### src/hw/rtl/gbn_pkg.sv
package gbn_pkg;

  localparam int WINDOW_DEPTH = 32;
  localparam int SEQ_BITS     = 16;

  localparam int WIN_W = $clog2(WINDOW_DEPTH);
  localparam int SEQ_W = SEQ_BITS;
  // compare width for occupancy vs. the 5-bit window limit
  localparam int CMP_W = (WIN_W > 5) ? WIN_W : 5;

  localparam logic [SEQ_W-1:0] SEQ_HALF = SEQ_W'(((64'd1 << SEQ_BITS) - 64'd1) >> 1);
  localparam int MAX_RESULTS = 31;
  localparam int CNT_W = $clog2(MAX_RESULTS + 1);

  // input kinds
  localparam logic [2:0] K_SEND    = 3'd0;
  localparam logic [2:0] K_DATA    = 3'd1;
  localparam logic [2:0] K_ACK     = 3'd2;
  localparam logic [2:0] K_RTX_REQ = 3'd3;
  localparam logic [2:0] K_TIMEOUT = 3'd4;
  localparam logic [2:0] K_HB      = 3'd5;
  localparam logic [2:0] K_HB_ACK  = 3'd6;
  localparam logic [2:0] K_NONE    = 3'd7;

  // result actions
  localparam logic [2:0] A_DROP    = 3'd0;
  localparam logic [2:0] A_TX      = 3'd1;
  localparam logic [2:0] A_ACK     = 3'd2;
  localparam logic [2:0] A_RTX_REQ = 3'd3;
  localparam logic [2:0] A_HB      = 3'd4;
  localparam logic [2:0] A_HB_ACK  = 3'd5;
  localparam logic [2:0] A_ACCEPT  = 3'd6;
  localparam logic [2:0] A_NOTHING = 3'd7;

  // retransmit timer commands
  localparam logic [1:0] TMR_LEAVE   = 2'd0;
  localparam logic [1:0] TMR_RESTART = 2'd1;
  localparam logic [1:0] TMR_STOP    = 2'd2;

  // link status codes
  localparam logic [1:0] ST_UNKNOWN = 2'd0;
  localparam logic [1:0] ST_DOWN    = 2'd1;
  localparam logic [1:0] ST_UP      = 2'd2;

  // configuration register indexes
  localparam logic REG_WINDOW_LIMIT = 1'b0;
  localparam logic REG_MAX_RETRANS  = 1'b1;

  typedef struct packed {
    logic [2:0]       action;
    logic [SEQ_W-1:0] seq;
    logic [WIN_W-1:0] slot;
    logic [1:0]       timer;
    logic             done;
    logic [1:0]       status;
    logic             last;
  } res_t;

endpackage

### src/hw/rtl/go_back_n_link_sequencer_core.sv
// Channel  Direction  Handshake          Payload
// in_      input      in_valid/in_stall  kind, hdr_seq, is_first, is_last, msg_number
// out_     output     out_valid/out_stall action, seq_out, slot, timer_cmd, message_done,
//                                         status_sent, last
// cfg_     input      cfg_we             cfg_index, cfg_wdata
//
// An item goes through acceptance, two passes through the
// shared sequence subtractor (ack distance, receive distance), then decode, before its first result.
// A second result (S_PEND) and each slot of a retransmit run (S_RUN) follow in their own states.
// in_stall is high from acceptance until the final result is loaded into the output register.
// Reset restores all link state at once; there is no clearing pass.
// out_stall holds the output register and stalls the sequencer in S_EXEC, S_PEND and S_RUN until it frees.
module go_back_n_link_sequencer_core
  import gbn_pkg::*;
(
  input  logic        clk,
  input  logic        rst_n,

  input  logic        in_valid,
  output logic        in_stall,
  input  logic [2:0]  in_kind,
  input  logic [15:0] in_hdr_seq,
  input  logic        in_is_first,
  input  logic        in_is_last,
  input  logic [31:0] in_msg_number,

  output logic        out_valid,
  input  logic        out_stall,
  output logic [2:0]  out_action,
  output logic [15:0] out_seq_out,
  output logic [4:0]  out_slot,
  output logic [1:0]  out_timer_cmd,
  output logic        out_message_done,
  output logic [1:0]  out_status_sent,
  output logic        out_last,

  input  logic        cfg_we,
  input  logic        cfg_index,
  input  logic [7:0]  cfg_wdata
);

  typedef enum logic [2:0] {S_IDLE, S_BACK, S_DIFF, S_EXEC, S_PEND, S_RUN} state_t;

  state_t state_r, state_nxt;

  logic [4:0]       win_limit_r, win_limit_nxt;
  logic [7:0]       max_retrans_r, max_retrans_nxt;

  logic [SEQ_W-1:0] tx_next_r, tx_next_nxt;
  logic [WIN_W-1:0] win_head_r, win_head_nxt;
  logic [WIN_W-1:0] win_tail_r, win_tail_nxt;
  logic [7:0]       tmo_cnt_r, tmo_cnt_nxt;
  logic [SEQ_W-1:0] rx_exp_r, rx_exp_nxt;
  logic [SEQ_W-1:0] req_seq_r, req_seq_nxt;
  logic [1:0]       own_st_r, own_st_nxt;
  logic [1:0]       peer_st_r, peer_st_nxt;
  logic             in_open_r, in_open_nxt;
  logic [31:0]      cur_num_r, cur_num_nxt;

  // latched item
  logic [2:0]       kind_r, kind_nxt;
  logic [SEQ_W-1:0] fseq_r, fseq_nxt;
  logic             first_r, first_nxt;
  logic             lastf_r, lastf_nxt;
  logic [31:0]      mnum_r, mnum_nxt;

  logic [SEQ_W-1:0] back_r, back_nxt;
  logic [SEQ_W-1:0] diff_r, diff_nxt;

  logic [WIN_W-1:0] run_slot_r, run_slot_nxt;
  logic [CNT_W-1:0] run_cnt_r, run_cnt_nxt;
  logic [1:0]       run_tcmd_r, run_tcmd_nxt;

  res_t             out_r, out_nxt;
  logic             out_valid_r, out_valid_nxt;
  res_t             pend_r, pend_nxt;
  res_t             res;

  // shared sequence subtractor
  logic [SEQ_W-1:0] sub_a, sub_b, sub_y;

  logic             out_free;
  logic [WIN_W-1:0] used;
  logic             back_ok;
  logic [WIN_W-1:0] ack_idx;
  logic [WIN_W-1:0] run_back;
  logic             run_final;

  assign in_stall = (state_r != S_IDLE);
  assign out_free = !out_valid_r || !out_stall;
  assign used     = win_tail_r - win_head_r;
  assign back_ok  = (back_r != '0) && (back_r <= SEQ_W'(used));
  assign ack_idx  = win_tail_r - back_r[WIN_W-1:0];
  assign run_back = win_tail_r - run_slot_r;
  assign run_final = ((run_slot_r + 1'b1) == win_tail_r) ||
                     (run_cnt_r == CNT_W'(MAX_RESULTS - 1));

  always_comb begin
    case (state_r)
      S_BACK: begin
        sub_a = tx_next_r;
        sub_b = fseq_r;
      end
      S_DIFF: begin
        sub_a = fseq_r;
        sub_b = rx_exp_r;
      end
      S_RUN: begin
        sub_a = tx_next_r;
        sub_b = SEQ_W'(run_back);
      end
      default: begin
        sub_a = '0;
        sub_b = '0;
      end
    endcase
  end

  assign sub_y = sub_a - sub_b;

  always_comb begin
    state_nxt       = state_r;
    win_limit_nxt   = win_limit_r;
    max_retrans_nxt = max_retrans_r;
    tx_next_nxt     = tx_next_r;
    win_head_nxt    = win_head_r;
    win_tail_nxt    = win_tail_r;
    tmo_cnt_nxt     = tmo_cnt_r;
    rx_exp_nxt      = rx_exp_r;
    req_seq_nxt     = req_seq_r;
    own_st_nxt      = own_st_r;
    peer_st_nxt     = peer_st_r;
    in_open_nxt     = in_open_r;
    cur_num_nxt     = cur_num_r;
    kind_nxt        = kind_r;
    fseq_nxt        = fseq_r;
    first_nxt       = first_r;
    lastf_nxt       = lastf_r;
    mnum_nxt        = mnum_r;
    back_nxt        = back_r;
    diff_nxt        = diff_r;
    run_slot_nxt    = run_slot_r;
    run_cnt_nxt     = run_cnt_r;
    run_tcmd_nxt    = run_tcmd_r;
    out_nxt         = out_r;
    pend_nxt        = pend_r;
    out_valid_nxt   = out_valid_r && out_stall;

    res        = '0;
    res.action = A_DROP;
    res.last   = 1'b1;

    if (cfg_we) begin
      case (cfg_index)
        REG_WINDOW_LIMIT: win_limit_nxt   = cfg_wdata[4:0];
        REG_MAX_RETRANS:  max_retrans_nxt = cfg_wdata;
        default: ;
      endcase
    end

    case (state_r)
      S_IDLE: begin
        if (in_valid) begin
          // data, ack and retransmit request need the link up
          if ((in_kind == K_DATA || in_kind == K_ACK || in_kind == K_RTX_REQ) &&
              own_st_r != ST_UP)
            kind_nxt = K_NONE;
          else
            kind_nxt = in_kind;
          fseq_nxt  = SEQ_W'(in_hdr_seq);
          first_nxt = in_is_first;
          lastf_nxt = in_is_last;
          mnum_nxt  = in_msg_number;
          state_nxt = S_BACK;
        end
      end

      S_BACK: begin
        back_nxt  = sub_y;
        state_nxt = S_DIFF;
      end

      S_DIFF: begin
        diff_nxt  = sub_y;
        state_nxt = S_EXEC;
      end

      S_EXEC: begin
        if (out_free) begin
          state_nxt = S_IDLE;
          case (kind_r)
            K_SEND: begin
              if (CMP_W'(used) < CMP_W'(win_limit_r)) begin
                res.action   = A_TX;
                res.seq      = tx_next_r;
                res.slot     = win_tail_r;
                res.timer    = (win_head_r == win_tail_r) ? TMR_RESTART : TMR_LEAVE;
                tx_next_nxt  = tx_next_r + 1'b1;
                win_tail_nxt = win_tail_r + 1'b1;
              end
            end

            K_DATA: begin
              if (diff_r == '0) begin
                res.action  = A_ACK;
                res.seq     = fseq_r;
                res.last    = 1'b0;
                rx_exp_nxt  = rx_exp_r + 1'b1;
                req_seq_nxt = '0;
                pend_nxt        = '0;
                pend_nxt.last   = 1'b1;
                pend_nxt.action = A_DROP;
                if (first_r || (in_open_r && cur_num_r == mnum_r)) begin
                  pend_nxt.action = A_ACCEPT;
                  pend_nxt.seq    = fseq_r;
                  pend_nxt.done   = lastf_r;
                  in_open_nxt     = !lastf_r;
                  if (first_r)
                    cur_num_nxt = mnum_r;
                end
                state_nxt = S_PEND;
              end else if (diff_r <= SEQ_HALF) begin
                // ahead of order: one request per gap
                if (req_seq_r != rx_exp_r) begin
                  res.action  = A_RTX_REQ;
                  res.seq     = rx_exp_r;
                  req_seq_nxt = rx_exp_r;
                end else begin
                  res.action = A_NOTHING;
                end
              end else begin
                res.action = A_ACK;
                res.seq    = fseq_r;
              end
            end

            K_ACK: begin
              if (back_ok) begin
                res.action   = A_NOTHING;
                win_head_nxt = ack_idx + 1'b1;
                tmo_cnt_nxt  = '0;
                res.timer    = ((ack_idx + 1'b1) != win_tail_r) ? TMR_RESTART : TMR_STOP;
              end
            end

            K_RTX_REQ: begin
              if (back_ok) begin
                run_slot_nxt = ack_idx;
                run_cnt_nxt  = '0;
                run_tcmd_nxt = TMR_LEAVE;
                state_nxt    = S_RUN;
              end else begin
                res.action = A_HB;
                res.seq    = tx_next_r;
                res.status = own_st_r;
              end
            end

            K_TIMEOUT: begin
              res.action = A_NOTHING;
              res.timer  = (win_head_r != win_tail_r) ? TMR_RESTART : TMR_LEAVE;
              if (tmo_cnt_r < max_retrans_r) begin
                tmo_cnt_nxt = tmo_cnt_r + 1'b1;
                if (win_head_r != win_tail_r) begin
                  run_slot_nxt = win_head_r;
                  run_cnt_nxt  = '0;
                  run_tcmd_nxt = TMR_RESTART;
                  state_nxt    = S_RUN;
                end
              end else begin
                peer_st_nxt = ST_DOWN;
                tmo_cnt_nxt = '0;
              end
            end

            K_HB: begin
              rx_exp_nxt  = fseq_r;
              peer_st_nxt = ST_UP;
              own_st_nxt  = ST_UP;
              res.action  = A_HB_ACK;
              res.seq     = tx_next_r;
              res.status  = own_st_r;
            end

            K_HB_ACK: begin
              rx_exp_nxt  = fseq_r;
              own_st_nxt  = ST_UP;
              peer_st_nxt = (mnum_r <= 32'd2) ? mnum_r[1:0] : ST_UNKNOWN;
              if (mnum_r == 32'(ST_UP)) begin
                res.action = A_NOTHING;
              end else begin
                res.action = A_HB;
                res.seq    = tx_next_r;
                res.status = ST_UP;
              end
            end

            default: ;
          endcase
          if (state_nxt != S_RUN) begin
            out_nxt       = res;
            out_valid_nxt = 1'b1;
          end
        end
      end

      S_PEND: begin
        if (out_free) begin
          out_nxt       = pend_r;
          out_valid_nxt = 1'b1;
          state_nxt     = S_IDLE;
        end
      end

      S_RUN: begin
        if (out_free) begin
          res.action    = A_TX;
          res.seq       = sub_y;
          res.slot      = run_slot_r;
          res.timer     = run_final ? run_tcmd_r : TMR_LEAVE;
          res.last      = run_final;
          out_nxt       = res;
          out_valid_nxt = 1'b1;
          run_slot_nxt  = run_slot_r + 1'b1;
          run_cnt_nxt   = run_cnt_r + 1'b1;
          if (run_final)
            state_nxt = S_IDLE;
        end
      end

      default: state_nxt = S_IDLE;
    endcase
  end

  always_ff @(posedge clk) begin
    if (!rst_n) begin
      state_r       <= S_IDLE;
      win_limit_r   <= 5'd31;
      max_retrans_r <= 8'd3;
      tx_next_r     <= '0;
      win_head_r    <= '0;
      win_tail_r    <= '0;
      tmo_cnt_r     <= '0;
      rx_exp_r      <= '0;
      req_seq_r     <= '0;
      own_st_r      <= ST_DOWN;
      peer_st_r     <= ST_UNKNOWN;
      in_open_r     <= 1'b0;
      cur_num_r     <= '0;
      out_valid_r   <= 1'b0;
      kind_r        <= K_NONE;
      fseq_r        <= '0;
      first_r       <= 1'b0;
      lastf_r       <= 1'b0;
      mnum_r        <= '0;
      back_r        <= '0;
      diff_r        <= '0;
      run_slot_r    <= '0;
      run_cnt_r     <= '0;
      run_tcmd_r    <= TMR_LEAVE;
      out_r         <= '0;
      pend_r        <= '0;
    end else begin
      state_r       <= state_nxt;
      win_limit_r   <= win_limit_nxt;
      max_retrans_r <= max_retrans_nxt;
      tx_next_r     <= tx_next_nxt;
      win_head_r    <= win_head_nxt;
      win_tail_r    <= win_tail_nxt;
      tmo_cnt_r     <= tmo_cnt_nxt;
      rx_exp_r      <= rx_exp_nxt;
      req_seq_r     <= req_seq_nxt;
      own_st_r      <= own_st_nxt;
      peer_st_r     <= peer_st_nxt;
      in_open_r     <= in_open_nxt;
      cur_num_r     <= cur_num_nxt;
      out_valid_r   <= out_valid_nxt;
      kind_r        <= kind_nxt;
      fseq_r        <= fseq_nxt;
      first_r       <= first_nxt;
      lastf_r       <= lastf_nxt;
      mnum_r        <= mnum_nxt;
      back_r        <= back_nxt;
      diff_r        <= diff_nxt;
      run_slot_r    <= run_slot_nxt;
      run_cnt_r     <= run_cnt_nxt;
      run_tcmd_r    <= run_tcmd_nxt;
      out_r         <= out_nxt;
      pend_r        <= pend_nxt;
    end
  end

  assign out_valid        = out_valid_r;
  assign out_action       = out_r.action;
  assign out_seq_out      = 16'(out_r.seq);
  assign out_slot         = 5'(out_r.slot);
  assign out_timer_cmd    = out_r.timer;
  assign out_message_done = out_r.done;
  assign out_status_sent  = out_r.status;
  assign out_last         = out_r.last;

  // a non-final beat means the sequencer still owes results
  a_nonlast_busy: assert property (@(posedge clk) disable iff (!rst_n)
    (out_valid_r && !out_r.last) |-> (state_r != S_IDLE))
    else $error("non-final beat with sequencer idle");

  // only a retransmit run holds non-final transmit beats
  a_run_continues: assert property (@(posedge clk) disable iff (!rst_n)
    (out_valid && out_action == A_TX && !out_last) |-> (state_r == S_RUN))
    else $error("run ended without a final beat");

  // a run never walks onto the free tail slot
  a_run_in_window: assert property (@(posedge clk) disable iff (!rst_n)
    (state_r == S_RUN) |-> (run_slot_r != win_tail_r))
    else $error("retransmit run reached the tail");

endmodule
### config.mk
export PLATFORM = sky130hd
export DESIGN_NAME = go_back_n_link_sequencer_core
export DESIGN_NICKNAME = d
export VERILOG_FILES = /design/src/hw/rtl/gbn_pkg.sv /design/src/hw/rtl/go_back_n_link_sequencer_core.sv
export SDC_FILE = /design/constraint.sdc
export NUM_CORES = 1
export LEC_CHECK = 0
export BUFFER_PORTS_ARGS = -buffer_cell sky130_fd_sc_hd__buf_2
export CORE_ASPECT_RATIO = 0.8
export CORE_MARGIN = 2
export CORE_UTILIZATION = 53
export CTS_CLUSTER_DIAMETER = 40
export CTS_CLUSTER_SIZE = 12
export DETAILED_ROUTE_END_ITERATION = 6
export PLACE_DENSITY = 0.71
export REMOVE_ABC_BUFFERS = 1
export SETUP_SLACK_MARGIN = 0.15
export SLEW_MARGIN = 40
export SYNTH_ARGS = -nofsm -noshare
export SYNTH_HDL_FRONTEND = slang
export SYNTH_SLANG_ARGS = --single-unit
### constraint.sdc
create_clock -name clk -period 5 [get_ports clk]
set_clock_uncertainty 0.05 [all_clocks]
set_input_delay 1 -clock clk [delete_from_list [all_inputs] [get_ports clk]]
set_output_delay 1 -clock clk [all_outputs]
set_load 0.005 [all_outputs]
==> flow_summary_export.csv, run 1 <==
group,metric,value,unit
clock_tree,cts_sinks,263,
sta,slew_viol_final,0,
logic_synthesis,ys_warn_count,0,
clock_tree,clk_latency,0.51,ns
pwr,ir_worst_vdd,254,uV
sta,setup_viol,0,
logic_synthesis,ys_ff_latch,263,
placed_design,place_hpwl,28100,um
logic_synthesis,yosysUniqueCellTypes,80,
critical_path,crit_path_max_fanout,9,
cells_and_area,fin_area,15900,um^2
clock_tree,htreeDepth,2,
detailed_routing,wirelength,40100,um
grt,antenna_found_initial,0,
critical_path,critPathMaxStageDelay,0.58,ns
logic_synthesis,synth-seq-area-share,37.5,%
sta,fin_crit,4.45,ns
min_path,hp-class,"flop to flop",
die,start_util,53.7,%
sta,fin_ws,0.547,ns
critical_path,cp.required,5.32,ns
clock_tree,clk_pin_slew_worst_paths,0.06,ns
detailed_routing,highest_layer,"met4",
critical_path,cp_cell_sequence,"inv_1 -> ha_1 -> inv_1 -> fa_1 -> ha_1 -> a21boi_0 -> o221ai_1 -> o22ai_1 -> a21oi_1 -> buf_4 -> a21oi_1 -> a21boi_1 -> a222oi_1 -> a31oi_1",
sta,hold_viol_final,0,
die,die-area,27800,um^2
die,die_h,150,um
cells_and_area,antenna_cells,0,
detailed_routing,dr.pass1.iters,7,
sta,setup_tns,0,ns
critical_path,critPathKind,"flop to flop",
logic_synthesis,syn_inst,1814,
detailed_routing,drc,0,
grt,track_usage,28.6,%
cells_and_area,drive_gt1_share,12.5,%
die,coreArea,26100,um^2
logic_synthesis,postSynthAreaPerCell,7.74,um^2
outcome,run_status,"finished, final reports clean",
critical_path,startpoint_type,"flop",
critical_path,end_kind,"flop",
detailed_routing,met2_length,17100,um
detailed_routing,wl_per_cell,17.9,um
job,cap_violations,0,
logic_synthesis,synth_flop_cell,"dfxtp_1",
clock_tree,cts_tree,"yes",
critical_path,arrival,4.78,ns
placed_design,pre_cts_ws,0.742,ns
sta,max_freq,0.225,GHz
logic_synthesis,synth_async_sr_flop_share,0,%
detailed_routing,wl_met1,18600,um
detailed_routing,routed-wl-met3,3650,um
die,fp.dieW,186,um
logic_synthesis,synth-edff-count,0,
cells_and_area,final_cells,2236,
cells_and_area,fill_cells,2422,
critical_path,slowest_stage,"a222oi_1",
grt,grt_pass1_wl,64000,um
sta,worst_pin_slew,0.834,ns
logic_synthesis,synthesis.area,14000,um^2
clock_tree,cts_buffers,36,
sta,slew_headroom,44.1,%
detailed_routing,drt_iter0_drc,1632,
die,row_count,53,
pwr,p_leak,6.01,nW
placed_design,place_area,14700,um^2
die,ioPinCount,99,
pwr,power.density,369,nW/um^2
clock_tree,cts_root_buf,"clkbuf_16",
clock_tree,post_cts_resized,0,
placed_design,dp_cells,2175,
detailed_routing,antenna_left,0,
grt,grt_max_degree,85,
clock_tree,cts.path.max_buffers,3,
grt,first_global_vias,12130,
detailed_routing,routed_via_density,6.00,
clock_tree,cts_hold_buf,0,
placed_design,portBuffers,98,
cells_and_area,layout.nets,1976,
cells_and_area,final_common_cell,"nand2_1",
pwr,power.total,0.00586,W
grt,grt-ovfl-total,0,
cells_and_area,syn2layout_area_growth,13.2,%
placed_design,place_congestion,0.964,
sta,rsz0062_at_grt,"no",
cells_and_area,final_cell_mix,"nand2_1 (347), dfxtp_1 (263), a21oi_1 (209)",
detailed_routing,vias,13405,
clock_tree,postCtsSetupRepairBufs,0,
sta,period_share,89.1,%
-- cell type report --
type / instances / area, um^2 / share of cell area (%)
Clock inverter: 19 / 188 / 1.18
Clock buffer: 42 / 965 / 6.07
Multi-Input combinational cell: 1378 / 8110 / 51.1
Timing Repair Buffer: 127 / 721 / 4.54
Tap cell: 357 / 447 / 2.81
Inverter: 50 / 193 / 1.21
Sequential cell: 263 / 5270 / 33.1
-- synth_stat cells, types with 23 or more instances --
library cell  instances  area, um^2
a211oi_1             24         180
a21oi_1             209        1050
a22oi_1              36         270
clkbuf_1            112         420
dfxtp_1             263        5270
ha_1                 49         613
inv_1                50         188
nand2_1             348        1310
nand3_1              50         250
nor2_1              135         507
nor3_1               23         115
nor4_1               25         156
o21ai_0              78         390
xnor2_1              62         543
xor2_1               37         324
-- state kept, by name, summed over array words and instances, names as in the netlist, 8 cells and up --
signal         cells
cur_num_r         32
tx_next_r         16
pend_r            19
req_seq_r         16
max_retrans_r      8
rx_exp_r          16
tmo_cnt_r          8
diff_r            16
fseq_r            16
out_seq_out       16
mnum_r            32
back_r            16
-- critical path: cells and delay by family, from the launching register on --
family          cells  cell delay [ns]
fa+ha+maj           3             0.93
compound gates      8             2.43
buf+inv             3             0.41
flops               1             0.47
-- final timing paths --
| check | startpoint | end | slack, ns | cells past startpoint |
|---|---|---|---|---|
| hold reg to reg | out_status_sent[1] | out_status_sent[1] | 0.40 | 2 |
| setup / recovery | win_tail_r[0] | out_seq_out[14] | 0.55 | 14 |
| hold / removal | out_status_sent[1] | out_status_sent[1] | 0.40 | 2 |
| setup reg to reg | win_tail_r[0] | out_seq_out[14] | 0.55 | 14 |
-- logic make-up after synthesis --
group	synth area share (%)
XOR/XNOR	6.51
flip-flops	37.5
AO/OA/AOI/OAI	22.5
buffers and inverters	4.87
AND/OR/NAND/NOR	22.3
adder cells (fa/ha/maj)	5.02
multiplexers	1.27
-- metrics by stage --
stage	util, %	hold WS, ns
after floorplan	-	0.384
after global placement	56.4	0.391
after detailed placement	56.4	0.392
after CTS	60.8	0.399
after global routing	60.8	0.420
final	60.8	0.399
-- report_power, final --
| group | internal (W) | leakage [nW] | switching (W) | total [W] |
|---|---|---|---|---|
| logic | 0.000379 | 3.32 | 0.000696 | 0.00107 |
| clock network | 0.00150 | 0.558 | 0.000970 | 0.00247 |
| registers | 0.00220 | 2.13 | 0.000123 | 0.00232 |
| total | 0.00407 | 6.01 | 0.00179 | 0.00586 |
-- routing by layer --
layer / vias up / GRT usage [%]
li1: 6471 / -
met1: 6303 / 41.8
met2: 560 / 43.2
met3: 71 / 5.62
met4: 0 / 6.69
met5: - / 0
(Power assumes the default switching activity.)
==> run 2: changes to the inputs <==
==> constraint.sdc (replaced) <==
create_clock -name clk -period 5 [get_ports clk]
set_clock_uncertainty 0.05 [all_clocks]
set_input_delay 1.25 -clock clk [delete_from_list [all_inputs] [get_ports clk]]
set_output_delay 1.25 -clock clk [all_outputs]
set_load 0.005 [all_outputs]
==> run 2 against run 1 <==
Against the previous run: the run now ends with design-rule violations left; die area did not move; final cell count rose by 0.36%; setup slack improved by 0.36 ns; critical path type unchanged; highest routed layer unchanged.
==> flow_summary_export.csv, run 2 (synthesis results as in run 1) <==
group,metric,value,unit
sta,hold_viol_final,0,
cells_and_area,fill_cells,2397,
sta,slew_headroom,42.9,%
grt,grt_max_degree,96,
critical_path,cp.required,5.36,ns
outcome,violations,"design-rule violations",
critical_path,critPathMaxStageDelay,0.51,ns
cells_and_area,seq_area,5270,um^2
job,cap_violations,0,
detailed_routing,dr.pass1.iters,7,
die,ioPinCount,99,
placed_design,place_congestion,0.967,
critical_path,end_kind,"flop",
die,coreArea,26100,um^2
cells_and_area,antenna_cells,0,
cells_and_area,final_cell_mix,"nand2_1 (347), dfxtp_1 (263), a21oi_1 (209)",
clock_tree,cts_hold_buf,0,
clock_tree,cts_sinks,263,
sta,worst_pin_slew,0.854,ns
die,fp.dieW,186,um
sta,fin_ws,0.905,ns
critical_path,arrival,4.45,ns
cells_and_area,layout.nets,1978,
cells_and_area,drive_gt1_share,12.7,%
critical_path,timing.rr.start,"win_tail_r[0]",
placed_design,pre_cts_ws,1.01,ns
sta,setup_viol,0,
pwr,ir_worst_vdd,287,uV
critical_path,critPathKind,"flop to flop",
cells_and_area,reg_top3,"cur_num_r: 32 flops, mnum_r: 32 flops, pend_r: 19 flops",
die,start_util,53.7,%
critical_path,slowest_stage,"a21oi_1",
sta,slew_viol_final,0,
detailed_routing,vias,13290,
sta,rsz0062_at_grt,"no",
critical_path,crit_buf_inv,3,
die,die_h,150,um
detailed_routing,wirelength,40500,um
placed_design,portBuffers,98,
critical_path,startpoint_type,"flop",
cells_and_area,multi_input_area,8110,um^2
outcome,run_status,"finished with violations",
clock_tree,cts_buffers,38,
clock_tree,htreeDepth,2,
critical_path,crit_path_max_fanout,9,
detailed_routing,routed_via_density,5.92,
critical_path,reg2regPathDepth,14,
sta,max_freq,0.244,GHz
critical_path,r2r-end,"out_seq_out[14]",
critical_path,reg2reg_slack,0.90,ns
grt,antenna_found_initial,0,
clock_tree,postCtsSetupRepairBufs,0,
sta,setup_tns,0,ns
clock_tree,post_cts_resized,0,
detailed_routing,wl_per_cell,18.0,um
cells_and_area,syn2layout_area_growth,14.1,%
cells_and_area,final_common_cell,"nand2_1",
clock_tree,cts_tree,"yes",
min_path,hp-class,"flop to flop",
pwr,power.density,380,nW/um^2
sta,period_share,81.9,%
die,row_count,53,
critical_path,cp_cell_sequence,"inv_1 -> ha_1 -> inv_1 -> fa_1 -> ha_1 -> a21boi_0 -> o221ai_1 -> o22ai_1 -> a21oi_1 -> buf_4 -> a21oi_1 -> a21boi_1 -> a222oi_1 -> a31oi_1",
grt,grt-ovfl-total,0,
grt,track_usage,29.1,%
clock_tree,cts.path.max_buffers,3,
sta,fin_crit,4.10,ns
detailed_routing,drc,24,
min_path,hold_path.startpoint,"out_status_sent[0]",
min_path,worstHoldPathCells,2,
detailed_routing,drt_iter0_drc,1631,
clock_tree,clk_pin_slew_worst_paths,0.06,ns
detailed_routing,antenna_left,0,
clock_tree,clk_latency,0.53,ns
grt,grt_pass1_wl,64000,um
placed_design,place_hpwl,28400,um
clock_tree,cts_root_buf,"clkbuf_16",
grt,first_global_vias,11877,
die,die-area,27800,um^2
min_path,hold_end,"out_status_sent[0]",
critical_path,cp_top_family,"compound AO/OA/AOI/OAI gates",
pwr,p_leak,6.07,nW
run 2: cell types whose count changed in the layout (fill, tap and decap cells not counted), sizes merged:
| cell | before | now |
|---|---|---|
| clkinvlp | 5 | 6 |
| inv | 55 | 60 |
| clkbuf | 42 | 48 |
| clkinv | 7 | 3 |
run 2: metal layers:
metal	part of all wire [%]	GRT usage, %	wire (um)	up-vias
li1	-	-	-	6493
met1	48	43.8	19300	6188
met2	41	41.6	16700	544
met3	8.9	5.94	3590	65
met4	2.2	8.23	905	0
met5	0	0	0	-
run 2: layout make-up:
type / count / share of cell area (%)
timing repair buffer: 127 / 4.50
clock buffer: 48 / 6.55
clock inverter: 21 / 1.46
multi-input combinational: 1378 / 50.6
sequential: 263 / 32.9
inverter: 50 / 1.20
tap: 357 / 2.79
run 2: metrics by stage:
| step | instances | cell area [um^2] | utilization, % | total power [W] | hold slack (ns) |
|---|---|---|---|---|---|
| 2_1_floorplan | 1691 | 13500 | - | 0.00303 | 0.384 |
| 3_3_place_gp | 2175 | 14700 | 56.4 | 0.00339 | 0.391 |
| 3_5_place_dp | 2175 | 14700 | 56.4 | 0.00340 | 0.399 |
| 4_1_cts | 2244 | 16000 | 61.3 | 0.00610 | 0.407 |
| 5_1_grt | 2244 | 16000 | 61.3 | 0.00635 | 0.419 |
| 6_report | 2244 | 16000 | 61.3 | 0.00609 | 0.405 |
run 2: worst max path at each step:
stage / start / endpoint / slack (ns) / cells past startpoint
after floorplan: rst_n / run_cnt_r[4] / 0.001 / 2
after global placement: out_stall / rx_exp_r[14] / 1.09 / 8
after detailed placement: win_tail_r[0] / out_seq_out[15] / 1.01 / 14
after CTS: win_tail_r[0] / out_seq_out[8] / 0.97 / 15
after global routing: win_tail_r[0] / out_seq_out[14] / 0.64 / 14
final: win_tail_r[0] / out_seq_out[14] / 0.90 / 14
run 2: where the power goes:
part / leakage, nW / total (W) / switching, W / internal, W
clock network: 0.612 / 0.00270 / 0.00107 / 0.00163
logic: 3.33 / 0.00107 / 0.000691 / 0.000379
registers: 2.13 / 0.00232 / 0.000120 / 0.00220
run 2: worst reg2reg max path, stage by stage (launching register included):
cell and delay (ns):
dfxtp_1 0.45, inv_1 0.13, ha_1 0.20, inv_1 0.09, fa_1 0.44, ha_1 0.29
a21boi_0 0.19, o221ai_1 0.18, o22ai_1 0.20, a21oi_1 0.10, buf_4 0.18, a21oi_1 0.51
a21boi_1 0.36, a222oi_1 0.47, a31oi_1 0.14
==> run 3: changes to the inputs <==
--- a/config.mk
+++ b/config.mk
@@ -5,6 +5,7 @@
 export SDC_FILE = /design/constraint.sdc
 export NUM_CORES = 1
 export LEC_CHECK = 0
+export ABC_AREA = 1
 export BUFFER_PORTS_ARGS = -buffer_cell sky130_fd_sc_hd__buf_2
 export CORE_ASPECT_RATIO = 0.8
 export CORE_MARGIN = 2
==> constraint.sdc (replaced) <==
create_clock -name clk -period 4.2 [get_ports clk]
set_clock_uncertainty 0.05 [all_clocks]
set_input_delay 1.05 -clock clk [delete_from_list [all_inputs] [get_ports clk]]
set_output_delay 1.05 -clock clk [all_outputs]
set_load 0.005 [all_outputs]
==> run 3 against run 2 <==
Against the previous run: the flow now finishes without violations; non-clock buffer count shrank 4; count of clock-buffer cells in the layout grew 3; clock power rose by 24%; register-to-register slack got worse by 0.47 ns; setup slack got worse by 0.47 ns; hold slack worse by 0.0078 ns; combinational power is 23% higher; global-route usage grew 1.0 points; critical path depth increased by 7; final cell count rose by 15%; fmax increased by 8.8%; via count increased by 8.9%.
==> flow_summary_export.csv, run 3 <==
group,metric,value,unit
logic_synthesis,synth_top_cell_by_area,"dfxtp_1",
grt,first_global_vias,13553,
critical_path,timing.rr.start,"win_tail_r[0]",
logic_synthesis,synth.most_common_cell,"nand2_1",
pwr,p_seq_share,36.9,%
min_path,hp-class,"flop to flop",
clock_tree,clk_latency,0.55,ns
detailed_routing,drc,0,
cells_and_area,final_cell_mix,"nand2_1 (441), inv_1 (284), dfxtp_1 (263)",
sta,worst_pin_slew,0.829,ns
cells_and_area,fill_cells,2550,
placed_design,portBuffers,98,
grt,track_usage,30.1,%
placed_design,place_congestion,0.995,
critical_path,arrival,4.21,ns
outcome,run_status,"finished, final reports clean",
grt,grt_pass1_wl,70200,um
pwr,ir_worst_vdd,331,uV
sta,rsz0062_at_grt,"no",
sta,setup_viol,0,
cells_and_area,reg_top3,"cur_num_r: 32 flops, mnum_r: 32 flops, pend_r: 19 flops",
detailed_routing,antenna_left,0,
cells_and_area,multi_input_area,7760,um^2
pwr,power_frac_comb,17.8,%
die,die-area,28800,um^2
cells_and_area,antenna_cells,0,
job,cap_violations,0,
clock_tree,cts_hold_buf,0,
pwr,internal_power,0.00515,W
critical_path,crit_path_max_fanout,7,
detailed_routing,wirelength,43800,um
sta,max_freq,0.266,GHz
cells_and_area,syn2layout_area_growth,14.3,%
logic_synthesis,synth_area_leaders,"dfxtp_1 (36%), nand2_1 (11%), a21oi_1 (8.7%)",
sta,setup_tns,0,ns
min_path,hold_path.startpoint,"lastf_r",
clock_tree,cts_tree,"yes",
clock_tree,cts_sinks,263,
critical_path,reg2reg_slack,0.43,ns
sta,slew_headroom,44.7,%
logic_synthesis,synth_flop_cell,"dfxtp_1",
logic_synthesis,synth-seq-area-share,36.1,%
pwr,pwr-share-clk,45.3,%
detailed_routing,vias,14477,
pwr,power.density,444,nW/um^2
die,fp.dieW,189,um
cells_and_area,layout.nets,2312,
sta,hold_viol_final,0,
clock_tree,clk_pin_slew_worst_paths,0.06,ns
detailed_routing,routed_via_density,5.60,
sta,slew_viol_final,0,
clock_tree,cts.path.max_buffers,3,
die,coreArea,27200,um^2
logic_synthesis,synthesis.area,14600,um^2
detailed_routing,drt_iter0_drc,1350,
logic_synthesis,synth_async_sr_flop_share,0,%
clock_tree,htreeDepth,2,
logic_synthesis,postSynthAreaPerCell,6.84,um^2
critical_path,cp.required,4.64,ns
clock_tree,cts_buffers,40,
logic_synthesis,ys_warn_count,0,
cells_and_area,final_common_cell,"nand2_1",
die,start_util,53.6,%
pwr,switchingPower,0.00225,W
critical_path,end_kind,"flop",
logic_synthesis,synth-edff-count,0,
cells_and_area,fin_area,16700,um^2
die,row_count,54,
logic_synthesis,syn_inst,2129,
logic_synthesis,ys_ff_latch,263,
critical_path,critPathKind,"flop to flop",
cells_and_area,final_core_util,61.3,%
clock_tree,cts_root_buf,"clkbuf_16",
die,ioPinCount,99,
sta,fin_crit,3.77,ns
detailed_routing,wl_per_cell,17.0,um
pwr,power.total,0.00740,W
grt,grt_max_degree,85,
sta,period_share,89.7,%
logic_synthesis,synth_top_area_share,36.1,%
logic_synthesis,yosysUniqueCellTypes,52,
cells_and_area,drive_gt1_share,10.1,%
die,die_h,152,um
critical_path,crit_path_start,"win_tail_r[0]",
pwr,switching_share,30.4,%
logic_synthesis,synth_common_cells,"nand2_1 (441), inv_1 (284), dfxtp_1 (263)",
grt,antenna_found_initial,0,
detailed_routing,dr.pass1.iters,5,
critical_path,startpoint_type,"flop",
pwr,p_leak,7.27,nW
grt,grt-ovfl-total,0,
placed_design,place_hpwl,31500,um
placed_design,place_area,15300,um^2
cells_and_area,seq_area,5270,um^2
[run 3: cell count changes in the layout (fill, tap and decap cells not counted), sizes merged, moves of 18 or more]
cell   delta
a21oi    +43
a22o     -18
a22oi    -31
inv     +240
nand2    +97
nand3    +66
o21ai   +122
o22ai    +22
xnor2    -32
[run 3: routing by layer]
| layer | GRT usage [%] | up-vias | share of wire (%) |
|---|---|---|---|
| met5 | 0 | - | 0 |
| met4 | 11.4 | 0 | 3.3 |
| met3 | 5.02 | 94 | 7.5 |
| met2 | 47.8 | 549 | 44 |
| met1 | 41.1 | 6669 | 45 |
| li1 | - | 7165 | - |
[run 3: what timing repair did]
| item | 4_1_cts | 5_1_grt |
|---|---|---|
| gates resized for setup | 0 | 2 |
| endpoints found under the setup margin | 0 | 5 |
| buffers inserted | 0 | 0 |
[run 3: cell families after synthesis]
group                    share of synthesized area [%]
AND/OR/NAND/NOR                                   23.1
AO/OA/AOI/OAI                                     21.1
adder cells (fa/ha/maj)                           4.76
flip-flops                                        36.1
XOR/XNOR                                          4.15
buffers and inverters                             10.7
[run 3: critical path: stages, from the launching register on]
cell	delay (ns)
dfxtp_1	0.36
inv_1	0.15
ha_1	0.27
fa_1	0.40
or2_2	0.32
nand2_1	0.06
a21oi_1	0.06
xor2_1	0.17
o221ai_1	0.18
inv_1	0.07
ha_1	0.33
nand2_1	0.11
inv_1	0.04
a21boi_1	0.30
o21ai_0	0.20
xor2_1	0.28
nand2_1	0.09
nand2_1	0.07
inv_1	0.04
nand3_1	0.07
nand2_1	0.05
inv_1	0.04
[run 3: final timing paths]
path | cells after the start | end
max | 21 | out_seq_out[8]
max reg2reg | 21 | out_seq_out[8]
min | 2 | lastf_r
min reg2reg | 2 | lastf_r
[run 3: area by class of cell]
| cell class | count | share of cell area (%) |
|---|---|---|
| clock buffers | 51 | 6.75 |
| flip-flops and latches | 263 | 31.6 |
| inverters | 296 | 6.68 |
| well taps | 364 | 2.73 |
| clock inverters | 20 | 1.36 |
| multi-input cells | 1468 | 46.6 |
| repair buffers | 123 | 4.24 |
[run 3: metrics by stage]
| step | std cells | setup slack (ns) | hold WS [ns] |
|---|---|---|---|
| 4_1_cts | 2585 | 0.388 | 0.398 |
| 2_1_floorplan | 2027 | -0.575 | 0.373 |
| 3_3_place_gp | 2514 | 0.526 | 0.387 |
| 6_report | 2585 | 0.434 | 0.397 |
| 3_5_place_dp | 2514 | 0.405 | 0.389 |
| 5_1_grt | 2585 | 0.213 | 0.429 |
[run 3: power by group through the flow]
stage                     sequential (W)  combinational (W)  clock [W]
after global placement           0.00278            0.00126          0
final                            0.00273            0.00132    0.00335
after global routing             0.00275            0.00147    0.00351
after floorplan                  0.00275           0.000866          0
after CTS                        0.00273            0.00129    0.00339
after detailed placement         0.00278            0.00128          0
